File: src/design/rlmw_pkg.sv
// Types, codes and constants of the rate-limited watchdog bank.
package rlmw_pkg;

    localparam int DEFAULT_CHANNELS = 8;
    localparam logic [15:0] RATELIMIT_RESET = 16'd300;
    localparam logic [2:0] BURST_LIMIT = 3'd3;

    typedef enum logic [1:0] {
        REQ_TICK    = 2'd0,
        REQ_TOUCH   = 2'd1,
        REQ_DISABLE = 2'd2,
        REQ_DELETE  = 2'd3
    } req_t;

    localparam logic [1:0] MODE_DISABLED = 2'd0;
    localparam logic [1:0] MODE_ENABLED  = 2'd1;
    localparam logic [1:0] MODE_EXPIRED  = 2'd2;

    localparam logic [2:0] KIND_DUMP       = 3'd0;
    localparam logic [2:0] KIND_SUPPRESSED = 3'd1;
    localparam logic [2:0] KIND_TOUCHED    = 3'd2;
    localparam logic [2:0] KIND_DISABLED   = 3'd3;
    localparam logic [2:0] KIND_DELETED    = 3'd4;

    typedef struct packed {
        logic [1:0]  mode;
        logic [15:0] remaining;
        logic [31:0] touched;
    } chan_entry_t;

    typedef struct packed {
        logic [2:0]  kind;
        logic [2:0]  chan;
        logic [31:0] inactive;
        logic        last;
    } report_t;

    // Commands from the controller to the datapath.
    typedef struct packed {
        logic take;
        logic rd_cmd;
        logic scan_write;
        logic cmd_write;
        logic flush;
    } ctrl_cmd_t;

    // Status from the datapath to the controller.
    typedef struct packed {
        logic in_tick;
        logic in_ch_ok;
        logic expire_now;
        logic cmd_expired;
        logic pend_valid;
        logic out_free;
        logic idx_last;
    } ctrl_stat_t;

endpackage

File: src/design/rlmw_ctrl.sv
// Sequencing state machine of the watchdog bank.
module rlmw_ctrl
    import rlmw_pkg::*;
(
    input  logic       clk,
    input  logic       rst_n,
    input  logic       in_valid,
    input  ctrl_stat_t stat,
    output logic       in_stall,
    output ctrl_cmd_t  cmd
);

    typedef enum logic [5:0] {
        ST_IDLE    = 6'b000001,
        ST_SCAN_RD = 6'b000010,
        ST_SCAN_EV = 6'b000100,
        ST_FLUSH   = 6'b001000,
        ST_CMD_RD  = 6'b010000,
        ST_CMD_EV  = 6'b100000
    } state_t;

    state_t state_reg;
    state_t state_next;

    always_comb
    begin
        state_next = state_reg;
        cmd = '0;
        unique case (state_reg)
            ST_IDLE:
            begin
                if (in_valid)
                begin
                    cmd.take = 1'b1;
                    if (stat.in_tick)
                    begin
                        state_next = ST_SCAN_RD;
                    end
                    else if (stat.in_ch_ok)
                    begin
                        state_next = ST_CMD_RD;
                    end
                end
            end
            ST_SCAN_RD:
            begin
                state_next = ST_SCAN_EV;
            end
            ST_SCAN_EV:
            begin
                // An expiry needs the pending slot; hold while it cannot drain.
                if (!(stat.expire_now && stat.pend_valid && !stat.out_free))
                begin
                    cmd.scan_write = 1'b1;
                    state_next = stat.idx_last ? ST_FLUSH : ST_SCAN_RD;
                end
            end
            ST_FLUSH:
            begin
                if (!stat.pend_valid)
                begin
                    state_next = ST_IDLE;
                end
                else if (stat.out_free)
                begin
                    cmd.flush = 1'b1;
                    state_next = ST_IDLE;
                end
            end
            ST_CMD_RD:
            begin
                cmd.rd_cmd = 1'b1;
                state_next = ST_CMD_EV;
            end
            ST_CMD_EV:
            begin
                // Keep the read on the addressed channel while the report waits.
                cmd.rd_cmd = 1'b1;
                if (!(stat.cmd_expired && !stat.out_free))
                begin
                    cmd.cmd_write = 1'b1;
                    state_next = ST_IDLE;
                end
            end
            default:
            begin
                state_next = ST_IDLE;
            end
        endcase
    end

    assign in_stall = (state_reg != ST_IDLE);

    always_ff @(posedge clk or negedge rst_n)
    begin
        if (!rst_n)
        begin
            state_reg <= ST_IDLE;
        end
        else
        begin
            state_reg <= state_next;
        end
    end

endmodule

File: src/design/rlmw_dpath.sv
// Channel memory, clock, rate limiter and report registers of the watchdog bank.
module rlmw_dpath
    import rlmw_pkg::*;
#(
    parameter int CHANNELS = DEFAULT_CHANNELS
)
(
    input  logic        clk,
    input  logic        rst_n,
    input  ctrl_cmd_t   cmd,
    output ctrl_stat_t  stat,
    input  logic [1:0]  req_type,
    input  logic [2:0]  channel,
    input  logic [15:0] timeout_seconds,
    input  logic        cfg_wr_en,
    input  logic [15:0] cfg_wr_data,
    input  logic        out_stall,
    output logic        out_valid,
    output logic [2:0]  report_kind,
    output logic [2:0]  report_channel,
    output logic [31:0] inactive_seconds,
    output logic        last
);

    localparam int IDX_W = (CHANNELS > 1) ? $clog2(CHANNELS) : 1;
    localparam logic [6:0] CHAN_COUNT = 7'(CHANNELS);
    localparam logic [IDX_W-1:0] IDX_LAST = IDX_W'(CHANNELS - 1);

    // Control state.
    logic [31:0]         now_reg, now_next;
    logic [31:0]         last_alarm_reg, last_alarm_next;
    logic [2:0]          alarm_count_reg, alarm_count_next;
    logic [15:0]         ratelimit_reg;
    logic [IDX_W-1:0]    idx_reg, idx_next;
    logic [CHANNELS-1:0] valid_reg;
    logic                rd_valid_reg;
    logic                pend_valid_reg, pend_valid_next;
    logic                out_valid_reg, out_valid_next;

    // Payload.
    req_t                req_reg;
    logic [2:0]          ch_reg;
    logic [15:0]         tmo_reg;
    chan_entry_t         rd_entry_reg;
    report_t             pend_reg, pend_next;
    report_t             out_rep_reg, out_rep_next;

    chan_entry_t         mem [CHANNELS];

    chan_entry_t         entry;
    chan_entry_t         wr_entry;
    logic                wr_en;
    logic [IDX_W-1:0]    wr_addr;
    logic [IDX_W-1:0]    rd_addr;
    logic [IDX_W-1:0]    ch_addr;
    logic [6:0]          ch_ext;
    logic [6:0]          idx_ext;
    logic                enabled;
    logic                expired;
    logic                expire_now;
    logic [31:0]         inactive;
    logic [31:0]         delta;
    logic                in_win;
    logic                suppress;
    logic                out_free;
    logic [2:0]          cmd_kind;
    report_t             scan_rep;

    assign ch_ext  = {4'd0, ch_reg};
    assign ch_addr = ch_ext[IDX_W-1:0];
    assign idx_ext = 7'(idx_reg);
    assign rd_addr = cmd.rd_cmd ? ch_addr : idx_reg;

    // An entry never written since reset reads as a disabled, zeroed channel.
    assign entry      = rd_valid_reg ? rd_entry_reg : '0;
    assign enabled    = (entry.mode == MODE_ENABLED);
    assign expired    = (entry.mode == MODE_EXPIRED);
    assign expire_now = enabled && (entry.remaining <= 16'd1);
    assign inactive   = now_reg - entry.touched;
    assign delta      = now_reg - last_alarm_reg;
    assign in_win     = (delta < {16'd0, ratelimit_reg});
    assign suppress   = in_win && (alarm_count_reg > BURST_LIMIT);
    assign out_free   = !out_valid_reg || !out_stall;

    always_comb
    begin
        case (req_reg)
            REQ_TOUCH:   cmd_kind = KIND_TOUCHED;
            REQ_DISABLE: cmd_kind = KIND_DISABLED;
            default:     cmd_kind = KIND_DELETED;
        endcase
    end

    always_comb
    begin
        scan_rep.kind     = suppress ? KIND_SUPPRESSED : KIND_DUMP;
        scan_rep.chan     = idx_ext[2:0];
        scan_rep.inactive = inactive;
        scan_rep.last     = 1'b0;
    end

    // Channel memory write.
    always_comb
    begin
        wr_en    = 1'b0;
        wr_addr  = idx_reg;
        wr_entry = entry;
        if (cmd.scan_write && enabled)
        begin
            wr_en = 1'b1;
            if (expire_now)
            begin
                wr_entry.mode      = MODE_EXPIRED;
                wr_entry.remaining = 16'd0;
            end
            else
            begin
                wr_entry.remaining = entry.remaining - 16'd1;
            end
        end
        else if (cmd.cmd_write)
        begin
            wr_en            = 1'b1;
            wr_addr          = ch_addr;
            wr_entry.touched = now_reg;
            if (req_reg == REQ_TOUCH)
            begin
                wr_entry.mode      = MODE_ENABLED;
                wr_entry.remaining = tmo_reg;
            end
            else
            begin
                wr_entry.mode = MODE_DISABLED;
                if (req_reg == REQ_DELETE)
                begin
                    wr_entry.remaining = 16'd0;
                end
            end
        end
    end

    always_comb
    begin
        now_next         = now_reg;
        last_alarm_next  = last_alarm_reg;
        alarm_count_next = alarm_count_reg;
        idx_next         = idx_reg;
        pend_valid_next  = pend_valid_reg;
        pend_next        = pend_reg;
        out_valid_next   = out_valid_reg && out_stall;
        out_rep_next     = out_rep_reg;

        if (cmd.take)
        begin
            idx_next = '0;
            if (stat.in_tick)
            begin
                now_next = now_reg + 32'd1;
            end
        end

        if (cmd.scan_write)
        begin
            idx_next = idx_reg + IDX_W'(1);
            if (expire_now)
            begin
                if (!suppress)
                begin
                    if (in_win)
                    begin
                        alarm_count_next = alarm_count_reg + 3'd1;
                    end
                    else
                    begin
                        last_alarm_next  = now_reg;
                        alarm_count_next = 3'd0;
                    end
                end
                // A newer expiry proves the held one was not the final report.
                if (pend_valid_reg)
                begin
                    out_rep_next   = pend_reg;
                    out_valid_next = 1'b1;
                end
                pend_next       = scan_rep;
                pend_valid_next = 1'b1;
            end
        end

        if (cmd.flush)
        begin
            out_rep_next      = pend_reg;
            out_rep_next.last = 1'b1;
            out_valid_next    = 1'b1;
            pend_valid_next   = 1'b0;
        end

        if (cmd.cmd_write && expired)
        begin
            out_rep_next.kind     = cmd_kind;
            out_rep_next.chan     = ch_reg;
            out_rep_next.inactive = inactive;
            out_rep_next.last     = 1'b1;
            out_valid_next        = 1'b1;
        end
    end

    always_ff @(posedge clk or negedge rst_n)
    begin
        if (!rst_n)
        begin
            now_reg         <= '0;
            last_alarm_reg  <= '0;
            alarm_count_reg <= '0;
            ratelimit_reg   <= RATELIMIT_RESET;
            idx_reg         <= '0;
            valid_reg       <= '0;
            rd_valid_reg    <= 1'b0;
            pend_valid_reg  <= 1'b0;
            out_valid_reg   <= 1'b0;
        end
        else
        begin
            now_reg         <= now_next;
            last_alarm_reg  <= last_alarm_next;
            alarm_count_reg <= alarm_count_next;
            idx_reg         <= idx_next;
            rd_valid_reg    <= valid_reg[rd_addr];
            pend_valid_reg  <= pend_valid_next;
            out_valid_reg   <= out_valid_next;
            if (cfg_wr_en)
            begin
                ratelimit_reg <= cfg_wr_data;
            end
            if (wr_en)
            begin
                valid_reg[wr_addr] <= 1'b1;
            end
        end
    end

    always_ff @(posedge clk)
    begin
        if (cmd.take)
        begin
            req_reg <= req_t'(req_type);
            ch_reg  <= channel;
            tmo_reg <= timeout_seconds;
        end
        if (wr_en)
        begin
            mem[wr_addr] <= wr_entry;
        end
        rd_entry_reg <= mem[rd_addr];
        pend_reg     <= pend_next;
        out_rep_reg  <= out_rep_next;
    end

    always_comb
    begin
        stat.in_tick     = (req_t'(req_type) == REQ_TICK);
        stat.in_ch_ok    = ({4'd0, channel} < CHAN_COUNT);
        stat.expire_now  = expire_now;
        stat.cmd_expired = expired;
        stat.pend_valid  = pend_valid_reg;
        stat.out_free    = out_free;
        stat.idx_last    = (idx_reg == IDX_LAST);
    end

    assign out_valid        = out_valid_reg;
    assign report_kind      = out_rep_reg.kind;
    assign report_channel   = out_rep_reg.chan;
    assign inactive_seconds = out_rep_reg.inactive;
    assign last             = out_rep_reg.last;

endmodule

File: src/design/rate_limited_multi_watchdog.sv
// Top level of the rate-limited watchdog bank.
//
//   channel   handshake            payload
//   input     in_valid / in_stall  req_type, channel, timeout_seconds
//   result    out_valid/out_stall  report_kind, report_channel, inactive_seconds, last
//   config    cfg_wr_en            cfg_wr_data (rate-limit window, seconds)
//
// A tick request scans every channel before the next accept: each channel gets a read
// state and a write-back state on the one-read, one-write channel memory, then a flush.
// Touch, disable and delete use a read and an evaluate state; a bad channel stays idle.
// Reset clears per-entry valid bits, so the memory needs no clearing pass.
// A stalled result holds the scan when an expiry finds the held report still waiting,
// and holds the final flush or a command report until the output register frees up.
module rate_limited_multi_watchdog
    import rlmw_pkg::*;
#(
    parameter int CHANNELS = DEFAULT_CHANNELS
)
(
    input  logic        clk,
    input  logic        rst_n,
    input  logic        in_valid,
    output logic        in_stall,
    input  logic [1:0]  req_type,
    input  logic [2:0]  channel,
    input  logic [15:0] timeout_seconds,
    output logic        out_valid,
    input  logic        out_stall,
    output logic [2:0]  report_kind,
    output logic [2:0]  report_channel,
    output logic [31:0] inactive_seconds,
    output logic        last,
    input  logic        cfg_wr_en,
    input  logic [15:0] cfg_wr_data
);

    ctrl_cmd_t  cmd;
    ctrl_stat_t stat;

    rlmw_ctrl u_ctrl (
        .clk      (clk),
        .rst_n    (rst_n),
        .in_valid (in_valid),
        .stat     (stat),
        .in_stall (in_stall),
        .cmd      (cmd)
    );

    rlmw_dpath #(
        .CHANNELS (CHANNELS)
    ) u_dpath (
        .clk              (clk),
        .rst_n            (rst_n),
        .cmd              (cmd),
        .stat             (stat),
        .req_type         (req_type),
        .channel          (channel),
        .timeout_seconds  (timeout_seconds),
        .cfg_wr_en        (cfg_wr_en),
        .cfg_wr_data      (cfg_wr_data),
        .out_stall        (out_stall),
        .out_valid        (out_valid),
        .report_kind      (report_kind),
        .report_channel   (report_channel),
        .inactive_seconds (inactive_seconds),
        .last             (last)
    );

endmodule

File: config.mk
export PLATFORM = sky130hd
export DESIGN_NAME = rate_limited_multi_watchdog
export DESIGN_NICKNAME = d
export VERILOG_FILES = /design/src/design/rlmw_pkg.sv /design/src/design/rlmw_ctrl.sv /design/src/design/rlmw_dpath.sv /design/src/design/rate_limited_multi_watchdog.sv
export SDC_FILE = /design/constraint.sdc
export NUM_CORES = 1
export LEC_CHECK = 0
export BUFFER_PORTS_ARGS = -buffer_cell sky130_fd_sc_hd__buf_2
export CORE_UTILIZATION = 55
export DETAILED_ROUTE_END_ITERATION = 6
export GPL_TIMING_DRIVEN = 0
export PLACE_DENSITY_LB_ADDON = 0.08
export SLEW_MARGIN = 40
export SYNTH_ARGS = -nofsm -noshare
export SYNTH_HDL_FRONTEND = slang
export SYNTH_SLANG_ARGS = --single-unit
File: constraint.sdc
create_clock -name clk -period 6.6 [get_ports clk]
set_input_delay 0.33 -clock clk [delete_from_list [all_inputs] [get_ports clk]]
set_output_delay 0.33 -clock clk [all_outputs]
set_load 0.02 [all_outputs]
==> results of run 1 <==
==> metal layers <==
metal | track usage (%) | vias up
li1 | - | 8000
met4 | 7.20 | 0
met3 | 3.85 | 121
met5 | 0 | -
met2 | 43.3 | 578
met1 | 35.6 | 8938
==> layout by cell type (no fill, tap or decap), types with 24 or more instances in the layout <==
cell / n
nand3_1: 42
clkbuf_1: 70
mux4_2: 102
ha_1: 87
buf_2: 96
inv_1: 76
clkbuf_16: 73
mux2_2: 55
dfrtp_1: 98
dlygate4sd3_1: 38
a22o_1: 31
o21ai_0: 64
buf_16: 24
nand4_1: 27
xor2_1: 30
mux2_4: 29
nand2_1: 167
xnor2_1: 58
edfxtp_1: 495
dfxtp_1: 51
a21oi_1: 69
o21ai_1: 31
nor2_1: 73
a21o_1: 25
==> path summary, 6_finish.rpt <==
check,start,end,slack [ns],cells after the start
max reg2reg,u_dpath.now_reg[0],u_dpath.last_alarm_reg[25],0.64,23
min reg2reg,u_dpath.valid_reg[2],u_dpath.valid_reg[2],0.46,1
min in group asynchronous,rst_n,u_dpath.ratelimit_reg[7],0.26,2
max,u_dpath.now_reg[0],u_dpath.last_alarm_reg[25],0.64,23
max in group asynchronous,rst_n,u_dpath.now_reg[20],5.71,3
min,cfg_wr_en,u_dpath.ratelimit_reg[0],0.03,2
==> what timing repair did <==
item,CTS,global route
buffers inserted,0,2
endpoints found under the setup margin,0,29
endpoints found under the hold margin,90,0
hold buffers,38,0
==> power by group <==
| part | total, mW | switching, mW | internal [mW] |
|---|---|---|---|
| clock | 3.95 | 1.58 | 2.37 |
| combinational | 3.34 | 1.94 | 1.40 |
| sequential | 5.13 | 0.177 | 4.95 |
==> cell type report <==
cell class,instances,share of cell area (%)
flip-flops and latches,649,54.6
clock buffers,101,5.86
well taps,680,2.52
inverters,77,0.855
multi-input cells,1154,29.2
repair buffers,159,4.91
plain buffers,77,1.05
clock inverters,27,0.980
==> cells by family after synthesis <==
logic type / synth area share, %
AND/OR/NAND/NOR: 7.28
XOR/XNOR: 2.67
buffers and inverters: 2.18
AO/OA/AOI/OAI: 8.26
adder cells (fa/ha/maj): 3.91
multiplexers: 11.8
flip-flops: 63.9
==> stage by stage <==
stage | utilization (%) | worst slack (ns) | hold WS, ns | cell area [sq um]
finish | 65.5 | 0.642 | 0.0297 | 33800
global placement | 58.4 | -1.97 | 0.442 | 30200
detailed placement | 60.3 | 0.294 | 0.292 | 31100
floorplan | - | 1.53 | 0.0344 | 28900
global route | 65.5 | 0.251 | 0.0273 | 33800
CTS | 65.5 | 0.273 | 0.00423 | 33800
==> worst max-delay path, delay by kind of cell, from the launching register on <==
| kind | cells | cell delay, ns |
|---|---|---|
| simple gates | 7 | 1.15 |
| mux | 1 | 0.32 |
| fa+ha+maj | 2 | 0.52 |
| compound gates | 9 | 2.50 |
| buf+inv | 3 | 0.69 |
| flops | 1 | 0.47 |
| xor+xnor | 1 | 0.14 |
==> metrics.md, run 1 <==
| Metric | Value |
|---|---|
| First-pass GRT wire length | `104000 microns` |
| Period minus WS final | `~6 ns` |
| TritonCTS clock tree | `built` |
| Crit Path Category | `flop to flop` |
| Yosys reg bits | `649` |
| Final nets | `2318` |
| Worst min-delay path class | `input port to flop` |
| Mean Syn Cell Area | `around 15 sq um` |
| Syn Inst Count | `just under 2k` |
| Max incr delay on CP | `0.47 ns` |
| TNS Setup | `0 ns` |
| Max-Cap Viols | `0` |
| Ys flop type | `edfxtp_1` |
| Status | `complete, no violations` |
| Worst skew pair latency | `slightly above 0.6 ns` |
| Vias in the first global route | `around 18k` |
| Async SR Flop Fraction | `15.9%` |
| Gr usage total | `25.9%` |
| Endpoint class of the critical path | `flop` |
| Routed len/inst | `23.2 microns` |
| Fmax | `0.168 GHz` |
| Worst-path maximum fanout | `10` |
| Die Y | `231 microns` |
| I/O pins | `just over 80` |
| Lkg Pwr | `12.9 nW` |
| Slew @ Worst Pin | `0.863 ns` |
| PD cells | `367 mW/mm^2` |
| CTS buffer count | `69` |
| CTS max path bufs | `3` |
| Num Clock Sinks | `about 650` |
| Filler Cells Inserted | `3650` |
| Clk pin slew, worst setup/hold paths | `0.06 ns` |
| Register cell area after layout | `0.0185 sq mm` |
| Vias | `17.6k` |
| Met2 wire length | `about 34000 microns` |
| Worst vdd ir | `0.228 mV` |
| PortBufs | `82` |
| Max reg flops | `400` |
| Initial DRC count | `1593` |
| Initial Utilization | `56.0%` |
| H-Tree Depth | `3` |
| Post-synthesis sequential area ratio | `63.9%` |
| Share of layout cells above drive strength 1 | `a little over a fifth` |
| PostCTS Resize Cnt | `0` |
| Area of the multi-input gates | `0.00989 sq mm` |
| Slew Viols, Final | `0` |
| Tcrit/Tclk final | `about nine tenths` |
| Number of flops mapped to enable cells by yosys | `495` |
| DP Cell Count | `2755` |
| ANT nets after route | `0` |
| Root Buffer Master | `clkbuf_16` |
| Critical path's most frequent cell | `nand4_1` |
| Gp weighted congestion | `between 0.9 and 1` |
| Inserted Diodes | `0` |
| GRT overflow | `0` |
| Required time of the worst setup path | `7.08 ns` |
| Die W | `roughly 230 microns` |
| Die area | `about 0.053 sq mm` |
| RSZ-0062 raised after global routing | `false` |
| Crit start category | `flop` |
| Pin count of the biggest net entering global routing | `56` |
| Worst path arrival time | `about 6.4 ns` |
| Slew headroom | `between 40% and 50%` |
| Synth warn | `0` |
| Final setup fails | `0` |
| HPWL after DPL | `47100 microns` |
| Finished Layout Cells | `2924` |
| Final WL | `67800 microns` |
| Synth area leaders | `edfxtp_1 (51%), dfrtp_1 (8.5%), mux4_2 (8.0%)` |
| Synth Cell Area | `0.0289 sq mm` |
| Vias/cell | `6.03` |
| DRC violations left | `0` |
| WL met3 | `just under 4000 microns` |
| Core Footprint | `between 0.05 and 0.06 sq mm` |
| Antenna violations before repair | `0` |
| Crit-path cells | `inv_1, ha_1, nor2b_1, o31ai_1, a32oi_2, a31oi_2, o21ai_1, a21o_1, a21oi_1, xnor2_1, ha_1, nand4_1, nor3_1, a21oi_1, nand4_1, a2111oi_4, nand4_1, nor4_2, nand4_1, o41ai_4, buf_4, buf_6, mux2_4` |
| Top routing layer in use | `met4` |
| WL met1 | `a little under 30000 microns` |
| Skew final | `between 0.03 and 0.04 ns` |
| Synth top area share | `51.4%` |
| Site Rows | `83` |
| Tot Pwr | `12.4 mW` |
| Synth cell count leaders | `edfxtp_1 (495), nand2_1 (167), mux4_2 (102), dfrtp_1 (98), o21ai_0 (92)` |
| Post-synth top area cell | `edfxtp_1` |
| Final Hold Viols | `0` |
| CP max stage cell | `dfrtp_1` |
| Library cells used by synthesis | `86` |
| Most instantiated library cell after synthesis | `edfxtp_1` |
| Syn Nets | `2088` |
| Drt pass-1 iters | `6` |
| Area grow syn2layout | `17.1%` |
(Power assumes the default switching activity.)
==> run 2: changes to the inputs <==
--- a/config.mk
+++ b/config.mk
@@ -9,7 +9,7 @@
 export CORE_UTILIZATION = 55
 export DETAILED_ROUTE_END_ITERATION = 6
 export GPL_TIMING_DRIVEN = 0
-export PLACE_DENSITY_LB_ADDON = 0.08
+export PLACE_DENSITY = 0.75
 export SLEW_MARGIN = 40
 export SYNTH_ARGS = -nofsm -noshare
 export SYNTH_HDL_FRONTEND = slang
==> metrics.md, run 2 (synthesis gave the netlist of run 1 again) <==
| Metric | Value |
|---|---|
| Status | `complete, no violations (unchanged)` |
| Worst path arrival time | `6.48 ns (was 6.43 ns)` |
| Max reg flops | `400 (unchanged)` |
| Sw Share | `30.5% (was 29.8%)` |
| Crit-path cells | `inv_1, ha_1, nor2b_1, o31ai_1, a32oi_2, a31oi_2, o21ai_1, a21o_1, a21oi_1, xnor2_1, ha_1, nand4_1, nor3_1, a21oi_1, nand4_1, a2111oi_4, nand4_1, nor4_2, nand4_1, o41ai_4, buf_6, mux2_4 (was inv_1, ha_1, nor2b_1, o31ai_1, a32oi_2, a31oi_2, o21ai_1, a21o_1, a21oi_1, xnor2_1, ha_1, nand4_1, nor3_1, a21oi_1, nand4_1, a2111oi_4, nand4_1, nor4_2, nand4_1, o41ai_4, buf_4, buf_6, mux2_4)` |
| Period minus WS final | `5.99 ns (was 5.96 ns)` |
| Register cell area after layout | `0.0185 sq mm (unchanged)` |
| Vias in the first global route | `18.3k (was 17.8k)` |
| Drt pass-1 iters | `7 (was 6)` |
| Die W | `231 microns (unchanged)` |
| Worst skew pair latency | `0.63 ns (was 0.61 ns)` |
| Core Footprint | `0.0516 sq mm (unchanged)` |
| Gp weighted congestion | `0.872 (was 0.916)` |
| Initial DRC count | `1593 (unchanged)` |
| Tot Pwr | `12.5 mW (was 12.4 mW)` |
| PortBufs | `82 (unchanged)` |
| I/O pins | `83 (unchanged)` |
| H-Tree Depth | `3 (unchanged)` |
| CP max stage cell | `o41ai_4 (was dfrtp_1)` |
| Share of layout cells above drive strength 1 | `21.7% (about the same)` |
| Die area | `0.0535 sq mm (unchanged)` |
| Inserted Diodes | `0 (unchanged)` |
| Critical path's most frequent cell | `nand4_1 (unchanged)` |
| DRC violations left | `0 (unchanged)` |
| Area of the multi-input gates | `0.00988 sq mm (was 0.00989 sq mm)` |
| Worst vdd ir | `0.340 mV (was 0.228 mV)` |
| Endpoint class of the critical path | `flop (unchanged)` |
| Vias | `17.7k (was 17.6k)` |
| Final Hold Viols | `0 (unchanged)` |
| Num Clock Sinks | `649 (unchanged)` |
| Setup Fix Bufs, Post-CTS | `0 (unchanged)` |
| Worst hold slack | `0.114 ns (was 0.0297 ns)` |
| Area grow syn2layout | `16.7% (was 17.1%)` |
| PD cells | `369 mW/mm^2 (was 367 mW/mm^2)` |
| Slew headroom | `38.8% (was 42.5%)` |
| Crit path max-delay family | `compound AO/OA/AOI/OAI gates (unchanged)` |
| Commonest cells after routing, fill and taps aside | `edfxtp_1 (495), nand2_1 (167), mux4_2 (102), dfrtp_1 (98), buf_2 (96) (unchanged)` |
| Slew @ Worst Pin | `0.913 ns (was 0.863 ns)` |
| Lkg Pwr | `12.8 nW (was 12.9 nW)` |
| Filler Cells Inserted | `3496 (was 3650)` |
| First-pass GRT wire length | `104000 microns (about the same)` |
| TritonCTS clock tree | `built (unchanged)` |
| ANT nets after route | `0 (unchanged)` |
| Fin area | `0.0337 sq mm (was 0.0338 sq mm)` |
| Slew Viols, Final | `0 (unchanged)` |
| Combinational Power Share | `27.2% (was 26.9%)` |
| Gr usage total | `25.7% (was 25.9%)` |
| Worst min-delay path class | `input port to flop (unchanged)` |
| Final WL | `67700 microns (was 67800 microns)` |
| CP Buf/Inv Count | `2 (was 3)` |
| GRT overflow | `0 (unchanged)` |
| Sw power | `3.80 mW (was 3.70 mW)` |
| Fmax | `0.167 GHz (was 0.168 GHz)` |
| Die Y | `231 microns (unchanged)` |
| CTS buffer count | `68 (was 69)` |
| Worst-path maximum fanout | `10 (unchanged)` |
| Required time of the worst setup path | `7.09 ns (was 7.08 ns)` |
| Root Buffer Master | `clkbuf_16 (unchanged)` |
| Clock power frac | `31.7% (was 31.8%)` |
| Final nets | `2312 (was 2318)` |
| Final setup fails | `0 (unchanged)` |
| Crit start category | `flop (unchanged)` |
| Placed inst area | `0.0310 sq mm (was 0.0311 sq mm)` |
| Crit Path Category | `flop to flop (unchanged)` |
| Vias/cell | `6.07 (was 6.03)` |
| PostCTS Resize Cnt | `0 (unchanged)` |
| Initial Utilization | `56.0% (unchanged)` |
| CTS max path bufs | `3 (unchanged)` |
| Site Rows | `83 (unchanged)` |
| Antenna violations before repair | `0 (unchanged)` |
| # hold bufs at CTS | `39 (was 38)` |
| Max incr delay on CP | `0.69 ns (was 0.47 ns)` |
| Max-Cap Viols | `0 (unchanged)` |
| HPWL after DPL | `46000 microns (was 47100 microns)` |
| Tcrit/Tclk final | `90.8% (was 90.3%)` |
| Clk pin slew, worst setup/hold paths | `0.06 ns (about the same)` |
| Flop pwr share | `41.2% (was 41.3%)` |
| Int Pwr | `8.66 mW (was 8.72 mW)` |
| RSZ-0062 raised after global routing | `false (unchanged)` |
| Skew final | `0.0387 ns (was 0.0356 ns)` |
| Pin count of the biggest net entering global routing | `74 (was 56)` |
| Commonest non-fill, non-tap cell in the layout | `edfxtp_1 (unchanged)` |
| Routed len/inst | `23.2 microns (about the same)` |
run 2: per-stage QoR:
stage / util, % / std cells / worst slack (ns) / TNS (ns)
2_1_floorplan: - / 1957 / 1.53 / 0
3_3_place_gp: 58.4 / 2719 / -1.75 / -631.37
3_5_place_dp: 60.0 / 2751 / 0.618 / 0
4_1_cts: 65.3 / 2916 / 0.561 / 0
5_1_grt: 65.3 / 2917 / 0.119 / 0
6_report: 65.3 / 2917 / 0.606 / 0
run 2: area by class of cell:
class	count	share of cell area, %
Inverter	77	0.857
Timing Repair Buffer	154	4.51
Clock inverter	30	1.28
Buffer	77	1.06
Tap cell	680	2.52
Multi-Input combinational cell	1154	29.3
Clock buffer	96	5.66
Sequential cell	649	54.8
run 2: power groups by stage:
stage / clock network (mW) / logic, mW / registers, mW
after floorplan: 0 / 2.46 / 5.13
after global placement: 0 / 3.15 / 5.20
after detailed placement: 0 / 3.29 / 5.20
after CTS: 4.00 / 3.35 / 5.12
after global routing: 4.15 / 3.68 / 5.15
final: 3.94 / 3.38 / 5.13
run 2: metal layers:
metal	part of all wire [%]	up-vias	track usage (%)
li1	-	7970	-
met1	41	8891	33.9
met2	49	724	43.6
met3	6.9	135	4.66
met4	2.7	0	7.84
met5	0	-	0
run 2: path summary, 6_finish.rpt:
| check | depth (start not counted) | to | slack [ns] | startpoint |
|---|---|---|---|---|
| worst max-delay path | 22 | u_dpath.last_alarm_reg[25] | 0.61 | u_dpath.now_reg[0] |
| worst min-delay path | 3 | u_dpath.out_valid | 0.11 | out_stall |
| worst max register to register | 22 | u_dpath.last_alarm_reg[25] | 0.61 | u_dpath.now_reg[0] |
| worst min register to register | 1 | u_dpath.valid_reg[2] | 0.47 | u_dpath.valid_reg[2] |
| max in group asynchronous | 3 | u_ctrl.state_reg[0] | 5.72 | rst_n |
| min in group asynchronous | 2 | u_dpath.ratelimit_reg[1] | 0.16 | rst_n |
run 2: worst min-delay path: stages:
cell     delay, ns
buf_2         0.10
nand2_1       0.15
nand4_1       0.12
